===== src/sv/rlmax_pkg.sv =====
`default_nettype none
package rlmax_pkg;

  localparam int unsigned VW = 63;

  typedef logic [VW-1:0] val_t;

  localparam val_t ONES = {VW{1'b1}};

  typedef enum logic [1:0] {
    ACT_UPDATE = 2'd0,
    ACT_WRITE  = 2'd1,
    ACT_QUERY  = 2'd2
  } action_t;

  // One tree node as held in the node store.
  typedef struct packed {
    val_t pend;
    val_t uor;
    val_t andv;
  } node_t;

  // How the current frame of the walk relates to the requested range, or that it is a pull frame.
  typedef enum logic [1:0] {
    CLS_DISJ,
    CLS_COV,
    CLS_PART,
    CLS_PULL
  } cls_t;

  typedef enum logic [4:0] {
    ST_CLEAR, ST_IDLE, ST_DECIDE, ST_POP, ST_EXAM, ST_COV, ST_PART_O,
    ST_PD_A, ST_PD_B, ST_PUSH_P, ST_PUSH_R, ST_PUSH_L, ST_PULL_A, ST_PULL_B,
    ST_BF_INIT, ST_BF_LOAD, ST_BF_TEST, ST_BF_O, ST_BF_A, ST_BF_B, ST_EMIT
  } st_t;

  typedef enum logic [4:0] {
    OP_NONE, OP_CLEAR, OP_DECIDE, OP_POP, OP_EXAM, OP_COV, OP_PART_O,
    OP_PD_A, OP_PD_B, OP_PUSH_P, OP_PUSH_R, OP_PUSH_L, OP_PULL_A, OP_PULL_B,
    OP_BF_INIT, OP_BF_LOAD, OP_BF_TEST, OP_BF_O, OP_BF_A, OP_BF_B, OP_EMIT
  } op_t;

  typedef struct packed {
    op_t  op;
    logic in_ready;
  } cmd_t;

  typedef struct packed {
    logic clear_done;
    logic in_fire;
    logic is_query;
    logic start_walk;
    logic emit_bad;
    logic stack_empty;
    cls_t cls;
    logic cur_leaf;
    logic k_zero;
    logic out_free;
  } sts_t;

  // AND a mask into a node; a leaf keeps an all-ones leave-one-out OR.
  function automatic node_t apply_and(node_t n, logic leaf, val_t m);
    node_t res;
    res.andv = n.andv & m;
    res.pend = n.pend & m;
    res.uor  = leaf ? ONES : (n.uor & m);
    return res;
  endfunction

  // Rebuild a parent from its two children.
  function automatic node_t pull_node(node_t a, node_t b);
    node_t res;
    res.andv = a.andv & b.andv;
    res.uor  = (a.andv & b.uor) | (a.uor & b.andv);
    res.pend = ONES;
    return res;
  endfunction

endpackage
`default_nettype wire


===== src/sv/rlmax_ctrl.sv =====
`default_nettype none
module rlmax_ctrl
  import rlmax_pkg::*;
(
  input  wire  clk,
  input  wire  rst_n,
  input  sts_t sts,
  output cmd_t cmd
);

  st_t state_r, state_nxt;

  always_ff @(posedge clk) begin
    if (!rst_n) begin
      state_r <= ST_CLEAR;
    end else begin
      state_r <= state_nxt;
    end
  end

  always_comb begin
    state_nxt = state_r;
    case (state_r)
      ST_CLEAR:   if (sts.clear_done) state_nxt = ST_IDLE;
      ST_IDLE:    if (sts.in_fire) state_nxt = ST_DECIDE;
      ST_DECIDE: begin
        if (sts.start_walk)    state_nxt = ST_POP;
        else if (sts.emit_bad) state_nxt = ST_EMIT;
        else                   state_nxt = ST_IDLE;
      end
      ST_POP: begin
        if (!sts.stack_empty)  state_nxt = ST_EXAM;
        else if (sts.is_query) state_nxt = ST_BF_INIT;
        else                   state_nxt = ST_IDLE;
      end
      ST_EXAM: begin
        case (sts.cls)
          CLS_DISJ: state_nxt = ST_POP;
          CLS_COV:  state_nxt = ST_COV;
          CLS_PULL: state_nxt = ST_PULL_A;
          default:  state_nxt = ST_PART_O;
        endcase
      end
      ST_COV:     state_nxt = ST_POP;
      ST_PART_O:  state_nxt = sts.is_query ? ST_PUSH_R : ST_PD_A;
      ST_PD_A:    state_nxt = ST_PD_B;
      ST_PD_B:    state_nxt = ST_PUSH_P;
      ST_PUSH_P:  state_nxt = ST_PUSH_R;
      ST_PUSH_R:  state_nxt = ST_PUSH_L;
      ST_PUSH_L:  state_nxt = ST_POP;
      ST_PULL_A:  state_nxt = ST_PULL_B;
      ST_PULL_B:  state_nxt = ST_POP;
      ST_BF_INIT: state_nxt = ST_BF_LOAD;
      ST_BF_LOAD: state_nxt = ST_BF_TEST;
      ST_BF_TEST: begin
        if (!sts.cur_leaf)   state_nxt = ST_BF_O;
        else if (sts.k_zero) state_nxt = ST_EMIT;
        else                 state_nxt = ST_BF_LOAD;
      end
      ST_BF_O:    state_nxt = ST_BF_A;
      ST_BF_A:    state_nxt = ST_BF_B;
      ST_BF_B:    state_nxt = ST_BF_TEST;
      ST_EMIT:    if (sts.out_free) state_nxt = ST_IDLE;
      default:    state_nxt = ST_CLEAR;
    endcase
  end

  always_comb begin
    cmd.in_ready = 1'b0;
    cmd.op       = OP_NONE;
    case (state_r)
      ST_CLEAR:   cmd.op = OP_CLEAR;
      ST_IDLE:    cmd.in_ready = 1'b1;
      ST_DECIDE:  cmd.op = OP_DECIDE;
      ST_POP:     cmd.op = OP_POP;
      ST_EXAM:    cmd.op = OP_EXAM;
      ST_COV:     cmd.op = OP_COV;
      ST_PART_O:  cmd.op = OP_PART_O;
      ST_PD_A:    cmd.op = OP_PD_A;
      ST_PD_B:    cmd.op = OP_PD_B;
      ST_PUSH_P:  cmd.op = OP_PUSH_P;
      ST_PUSH_R:  cmd.op = OP_PUSH_R;
      ST_PUSH_L:  cmd.op = OP_PUSH_L;
      ST_PULL_A:  cmd.op = OP_PULL_A;
      ST_PULL_B:  cmd.op = OP_PULL_B;
      ST_BF_INIT: cmd.op = OP_BF_INIT;
      ST_BF_LOAD: cmd.op = OP_BF_LOAD;
      ST_BF_TEST: cmd.op = OP_BF_TEST;
      ST_BF_O:    cmd.op = OP_BF_O;
      ST_BF_A:    cmd.op = OP_BF_A;
      ST_BF_B:    cmd.op = OP_BF_B;
      ST_EMIT:    cmd.op = sts.out_free ? OP_EMIT : OP_NONE;
      default:    cmd.op = OP_NONE;
    endcase
  end

endmodule
`default_nettype wire


===== config.mk =====
export PLATFORM = sky130hd
export DESIGN_NAME = rlmax_ctrl
export DESIGN_NICKNAME = d
export VERILOG_FILES = /design/src/sv/rlmax_pkg.sv /design/src/sv/rlmax_ctrl.sv
export SDC_FILE = /design/constraint.sdc
export NUM_CORES = 1
export LEC_CHECK = 0
export BUFFER_PORTS_ARGS = -buffer_cell sky130_fd_sc_hd__buf_2
export CAP_MARGIN = 0
export CORE_ASPECT_RATIO = 0.9
export CORE_MARGIN = 2
export CORE_UTILIZATION = 48
export DETAILED_ROUTE_END_ITERATION = 8
export PLACE_DENSITY_LB_ADDON = 0.15
export SLEW_MARGIN = 10
export SYNTH_ARGS = -nofsm -noshare
export SYNTH_HDL_FRONTEND = slang
export SYNTH_SLANG_ARGS = --single-unit

===== constraint.sdc =====
create_clock -name clk -period 2.3 [get_ports clk]
set_clock_uncertainty 0.1 [all_clocks]
set_input_delay 0.115 -clock clk [delete_from_list [all_inputs] [get_ports clk]]
set_output_delay 0.115 -clock clk [all_outputs]
set_load 0.01 [all_outputs]

After elaboration in Yosys (flattened, before gate mapping)
Index checks and enable logic that the tools add are counted.
{ "word_totals": {"regBits": 5, "latchBits": 0, "ram_bits": 0, "rom_bits": 0, "in_bits": 13, "elab_cells": 46, "memories": 0} }
{ "classes": {"n_addsub": 0, "multipliers": 0, "n_div": 0, "n_lt_le_gt_ge": 0, "n_eq_ne": 25, "n_shift": 0, "n_mux": 15, "n_bitwise": 0, "reduce_logical": 5} }
{ "ops": {"columns": ["cell", "n"], "rows": [
  ["$pmux W5 S20", 1],
  ["$pmux W5 S18", 1],
  ["$eq A5 B4 Y1 const B", 8],
  ["$mux W5", 8],
  ["$eq A5 B5 Y1 const B", 5],
  ["$eq A5 B3 Y1 const B", 4],
  ["$mux W4", 3],
  ["$pmux W4 S3", 1],
  ["$eq A5 B2 Y1 const B", 2],
  ["$ne A2 B2 Y1 const B", 3],
  ["$eq A5 B1 Y1 const B", 1],
  ["$logic_not A5 Y1", 1],
  ["$reduce_and A3 Y1", 1],
  ["$reduce_or A3 Y1", 1],
  ["$eq A2 B1 Y1 const B", 1],
  ["$eq A2 B2 Y1 const B", 1],
  ["$logic_not A2 Y1", 1],
  ["$reduce_or A2 Y1", 1],
  ["$mux W1", 1]
]} }

Depth between registers and ports, before layout
Gate-level depths: netlist of the first run.
{ "depth": {"word_depth": 3, "ltp_mapped": 6} }

Worst setup path after synthesis of the first run
No wires, ideal clock.
{ "synth_timing": {"path_kind": "register to register", "start": "reg state_r[4]", "end": "reg state_r[0]", "setup_time_ns": 0.074, "arrival_ns": 1.202, "slack_ns": 0.923, "stages_incl_launch_ff": 6, "synth_period_minus_slack_ns": 1.377, "path_cell_list": "dfxtp_1 > buf_4 > or3b_4 > nor4_4 > a211oi_1 > a31oi_1"} }
{ "synth_via": {"elab_chain_len": 3, "elab_cells_between_ends": 28, "cone_classes": "eq/ne: 23; mux: 1; reduce/logical: 4"} }
{ "synth_rtl": {"columns": ["element", "line_no", "rtl"], "rows": [
  ["start: declaration", "rlmax_ctrl.sv:11", "st_t state_r, state_nxt;"],
  ["start signal: assignment", "rlmax_ctrl.sv:17", "state_r <= state_nxt;"],
  ["$eq A5 B4 Y1, or another cell as far along", "rlmax_ctrl.sv:23", "case (state_r)"],
  ["$reduce_or A3 Y1 (no line), or another cell as far along", null, null],
  ["$pmux W5 S18 or $reduce_and A3 Y1 (tied branches)", null, null]
]} }
Parallel ways exist; a longest one is shown, timed or not.
A chain may end at the register's enable or synchronous reset.

==> results of run 1 <==
-- path summary, 6_finish.rpt --
kind                            startpoint    endpoint  slack [ps]  depth (start not counted)
worst max-delay path            state_r[0]      cmd[3]         460                          6
worst min-delay path                 rst_n  state_r[3]          30                          3
worst max register to register  state_r[3]  state_r[2]         520                          4
worst min register to register  state_r[1]  state_r[0]         670                          3
-- power groups by stage --
| stage | Clock, mW | Combinational [mW] | Sequential (mW) |
|---|---|---|---|
| floorplan | 0 | 0.298 | 0.114 |
| global placement | 0 | 0.320 | 0.161 |
| detailed placement | 0 | 0.320 | 0.161 |
| CTS | 0.112 | 0.321 | 0.160 |
| global route | 0.119 | 0.356 | 0.168 |
| finish | 0.105 | 0.320 | 0.160 |
-- cells by family after synthesis --
logic type | count (synthesis)
AOI/OAI and AO/OA | 34
buffers and inverters | 13
DFF | 5
muxes | 2
and+or+nand+nor | 46
-- area by class of cell --
type                    instances  area (um2)  share of cell area, %
repair buffers                 22         120                   14.5
multi-input cells              82         552                   66.6
inverters                       3        11.3                   1.36
flip-flops and latches          5         100                   12.1
well taps                      15        18.8                   2.27
clock buffers                   4        26.3                   3.17
-- placed cells by master (no fill, tap or decap), types with 3 or more instances in the layout --
| cell type | netlist | layout |
|---|---|---|
| a21oi_1 | 8 | 8 |
| buf_2 | 4 | 18 |
| buf_4 | 4 | 4 |
| clkbuf_4 | 0 | 3 |
| dfxtp_1 | 5 | 5 |
| nand2_1 | 5 | 5 |
| nand2b_1 | 6 | 6 |
| nand3_1 | 3 | 3 |
| nor2_1 | 6 | 6 |
| nor2b_1 | 3 | 3 |
| nor3_1 | 6 | 6 |
| o21a_1 | 4 | 4 |
| o21ai_0 | 5 | 5 |
-- per-layer routing --
metal  up-vias  track usage, %  share of wire [%]
li1        411               -                  -
met1       359            35.0                 49
met2        25            33.6                 44
met3         0            5.29                6.6
met4         0            2.21                  0
met5         -               0                  0
-- worst max-delay path, cell delays in order, from the launching register on --
cell and delay, ps:
dfxtp_1 460, buf_4 240, nor2_1 200, nand2_1 100
o21a_1 170, nor2_1 70, buf_2 130
-- metrics by stage --
stage	hold slack (ps)	util (%)	area (um2)	worst slack (ps)
finish	26.2	57.2	828	459
global route	19.0	57.2	828	327
CTS	15.0	57.2	828	443
detailed placement	280	55.4	802	565
global placement	279	55.4	802	556
floorplan	128	-	736	923
==> impl_metrics.csv, run 1 <==
group,metric,value,unit
power,p_total,586,uW
synthesis,yosys.area.top_type,"dfxtp_1",
synthesis,synth-xor-area-share,0,%
setup_path,critPathMaxFanout,18,
synthesis,synth.most_common_cell,"a21oi_1",
global_routing,grt-ovfl-total,0,
clock_tree,clk_pin_slew_worst_paths,50,ps
timing,drv_slew,0,
status,outcome,"completed",
layout,syn_to_final_growth,12.6,%
power,vdd_drop_max,0.000375,V
clock_tree,cts_root_buffer,"clkbuf_4",
synthesis,ys.flop_type,"dfxtp_1",
clock_tree,post-cts-setup-buffers,0,
min_path,holdCritPathClass,"in2reg",
place,dp.cells,127,
power,seqPwrFrac,27.4,%
place,gp_congestion,0.842,
floorplan,fp.dieH,41.1,um
drt,drtIter0Drc,18,
power,combPwrFrac,54.7,%
synthesis,synth_fa_ha_area_share,0,%
layout,diodes,0,
clock_tree,cts-htree-levels,1,
drt,drc_errors,0,
global_routing,track_usage,23.1,%
clock_tree,cts_sinks,5,
synthesis,synth_edf_count,0,
place,dpl.hpwl,1360,um
power,p_leak,0.341,nW
clock_tree,clk_latency,250,ps
setup_path,arrival,1630,ps
synthesis,yosys_warnings,0,
synthesis,ys_seq_area_share,13.6,%
power,p_int,327,uW
place,port_buffers,18,
global_routing,grt_pass1_wl,3060,um
timing,period_share,80.1,%
synthesis,synthMuxAreaShare,2.72,%
layout,fin_nets,130,
timing,setup_tns,0,ps
synthesis,synth-compound-area-share,30.8,%
synthesis,synthCells,100,
timing,fin_crit,1840,ps
clock_tree,cts_inserted_buffers,3,
clock_tree,cts_hold_buffers,0,
floorplan,die_w,45.3,um
synthesis,syn_nets,113,
global_routing,antenna_found_initial,0,
synthesis,synth.distinct_cells,45,
synthesis,synthSimpleGateAreaFrac,41.5,%
timing,worst_pin_slew,692,ps
clock_tree,clock_path_buffers,2,
layout,num-fill-cells,156,
drt,wirelength,1830,um
power,switching_share,44.2,%
layout,layout-drive-gt1-share,26.7,%
synthesis,synth_top_area_share,13.6,%
power,power_density,708,nW/um2
global_routing,grt_max_degree,22,
drt,via_count,795,
setup_path,start_kind,"register",
floorplan,num_rows,13,
timing,rsz0062_at_grt,"false",
drt,ant_nets,0,
drt,wire_per_inst,13.9,um
synthesis,async_flop_share,0,%
layout,largest_reg_flops,5,
synthesis,synth_commonest_cells,"a21oi_1, nand2b_1, nor2_1, nor3_1",
layout,top_register,"state_r",
power,p_clk_share,18.0,%
floorplan,core-area,1450,um2
timing,relSlewSlack,53.8,%
clock_tree,cts_resized,0,
setup_path,worstPathRequired,2090,ps
drt,drtPass1Iterations,4,
floorplan,ios,19,
timing,finalHoldViolCount,0,
global_routing,grt_pass1_vias,638,
layout,largestRegisters,"state_r (5)",
floorplan,start_util,50.8,%
run,cap_violations,0,
drt,vias_per_cell,6.07,
setup_path,critPathCaptureType,"output port",
timing,setup_viol,0,
floorplan,die-area,1860,um2
timing,fmax,0.543,GHz
synthesis,avgSynthCellArea,7.36,um2
power,p_switching,259,uW
clock_tree,tritoncts,"done",
synthesis,syn_area,736,um2
synthesis,synth_top_family_by_area,"simple AND/OR/NAND/NOR gates",
layout,fin_cells,131,
synthesis,yosys-top-cells-area,"dfxtp_1, a21oi_1, nand2b_1",
synthesis,synth-seq-cells,5,
setup_path,setup.worst_path.class,"reg2out",
Note: power is estimated with default switching activity, not from simulation.
==> run 2, diff against run 1 <==
clock period = 1.7 ns   (was 2.3 ns; I/O delays follow)
==> run 2 against run 1 <==
Compared with the run above: non-clock buffer count is 9 higher; utilization is 6.1 points higher; clock-buffer cell count stayed put; hold slack better by 85 ps; first-iteration DRC count is 110% higher; power is 50% higher; register-to-register slack worse by 420 ps; sequential power is 22% higher; die area stayed put; design area is 11% higher; cell count is 6.9% higher; combinational power is 69% higher.
==> impl_metrics.csv, run 2 (same netlist as run 1, synthesis figures left out) <==
group,metric,value,unit
floorplan,core-area,1450,um2
clock_tree,cts_root_buffer,"clkbuf_4",
setup_path,critPathMaxFanout,11,
timing,setup_viol,0,
layout,layout_common_cells,"buf_2, buf_4, a21oi_1, nor3_1, nand2b_1",
global_routing,grt_pass1_vias,697,
min_path,holdPathStages,3,
setup_path,critPathMaxStageDelay,370,ps
timing,timing.hold.ws,111,ps
layout,final_util,63.4,%
setup_path,crit_path_cell_trace,"buf_4, nor2_2, nand2_1, o21a_1, nor2_1, buf_2",
power,p_total,882,uW
global_routing,antenna_found_initial,0,
timing,period_share,94.6,%
layout,diodes,0,
timing,fin_crit,1610,ps
setup_path,cp_num_cells,6,
clock_tree,cts_sinks,5,
place,port_buffers,18,
clock_tree,tritoncts,"done",
floorplan,num_rows,13,
min_path,holdCritPathClass,"in2reg",
timing,setup_tns,0,ps
layout,final-seq-area,104,um2
timing,relSlewSlack,77.5,%
power,power_density,962,nW/um2
drt,drtPass1Iterations,4,
run,cap_violations,0,
layout,fin_nets,139,
global_routing,grt-ovfl-total,0,
drt,drc_errors,0,
timing,drv_slew,0,
place,dpl.hpwl,1680,um
global_routing,track_usage,24.2,%
layout,num-fill-cells,143,
layout,top_register,"state_r",
floorplan,die_w,45.3,um
clock_tree,clock_path_buffers,2,
power,vdd_drop_max,0.000621,V
timing,worst_pin_slew,334,ps
drt,ant_nets,0,
timing,rsz0062_at_grt,"false",
drt,via_count,866,
place,dp.cells,135,
drt,wire_per_inst,15.5,um
power,p_leak,0.392,nW
status,outcome,"completed",
layout,multi_input_area,554,um2
global_routing,grt_pass1_wl,3110,um
layout,layout-drive-gt1-share,34.4,%
clock_tree,cts-htree-levels,1,
layout,largestRegisters,"state_r (5)",
floorplan,ios,19,
drt,wirelength,2170,um
drt,vias_per_cell,6.19,
floorplan,fp.dieH,41.1,um
setup_path,arrival,1420,ps
setup_path,r2r_cells,4,
setup_path,critPathCaptureType,"output port",
setup_path,critPathBufInv,2,
setup_path,setup.worst_path.class,"reg2out",
timing,fmax,0.621,GHz
floorplan,start_util,50.8,%
global_routing,grt_max_degree,15,
setup_path,cpLargestDelayFamily,"flip-flops",
layout,final_common_cell,"buf_2",
setup_path,slowest_stage,"dfxtp_2",
clock_tree,clk_pin_slew_worst_paths,50,ps
clock_tree,clk_latency,250,ps
layout,fin_cells,140,
timing,finalHoldViolCount,0,
floorplan,die-area,1860,um2
clock_tree,cts_inserted_buffers,3,
drt,drtIter0Drc,38,
layout,largest_reg_flops,5,
place,gp_congestion,0.948,
clock_tree,post-cts-setup-buffers,0,
setup_path,worstPathRequired,1510,ps
layout,syn_to_final_growth,24.7,%
setup_path,start_kind,"register",
## run 2: what timing repair did
| item | CTS | global route |
|---|---|---|
| endpoints found under the setup margin | 1 | 7 |
| endpoints found under the hold margin | 1 | 0 |
| cloned | 0 | 0 |
| hold buffers | 1 | 0 |
| gates resized for setup | 1 | 3 |
## run 2: worst paths after layout
path	startpoint	slack (ps)	end
max	state_r[0]	90	cmd[3]
min	sts[5]	110	state_r[3]
max reg2reg	state_r[1]	100	state_r[1]
min reg2reg	state_r[3]	690	state_r[1]
## run 2: worst min-delay path, cell delays in order
cell and delay (ps):
buf_2 110, nand4_1 100, a41oi_1 110
## run 2: layer usage
| layer | part of all wire (%) | vias up | track usage [%] |
|---|---|---|---|
| met2 | 46 | 48 | 42.5 |
| met4 | 0.65 | 0 | 3.68 |
| li1 | - | 427 | - |
| met5 | 0 | - | 0 |
| met3 | 6.7 | 2 | 5.29 |
| met1 | 47 | 389 | 31.3 |
## run 2: final cells by class
cell class | count | share of cell area (%)
Clock buffer | 4 | 2.86
Inverter | 3 | 1.23
Multi-Input combinational cell | 82 | 60.4
Sequential cell | 5 | 11.3
Tap cell | 15 | 2.05
Timing Repair Buffer | 31 | 22.1
## run 2: stage by stage
step / cell area, um2 / setup WS (ps)
3_5_place_dp: 875 / 109
3_3_place_gp: 875 / 130
6_report: 917 / 91.0
5_1_grt: 917 / 15.5
2_1_floorplan: 736 / 323
4_1_cts: 913 / 48.0
## run 2: report_power, final
| group | switching [mW] | internal (mW) | leakage [nW] |
|---|---|---|---|
| Combinational | 0.279 | 0.263 | 0.335 |
| Sequential | 0.0554 | 0.141 | 0.0420 |
| Clock | 0.0549 | 0.0892 | 0.0150 |
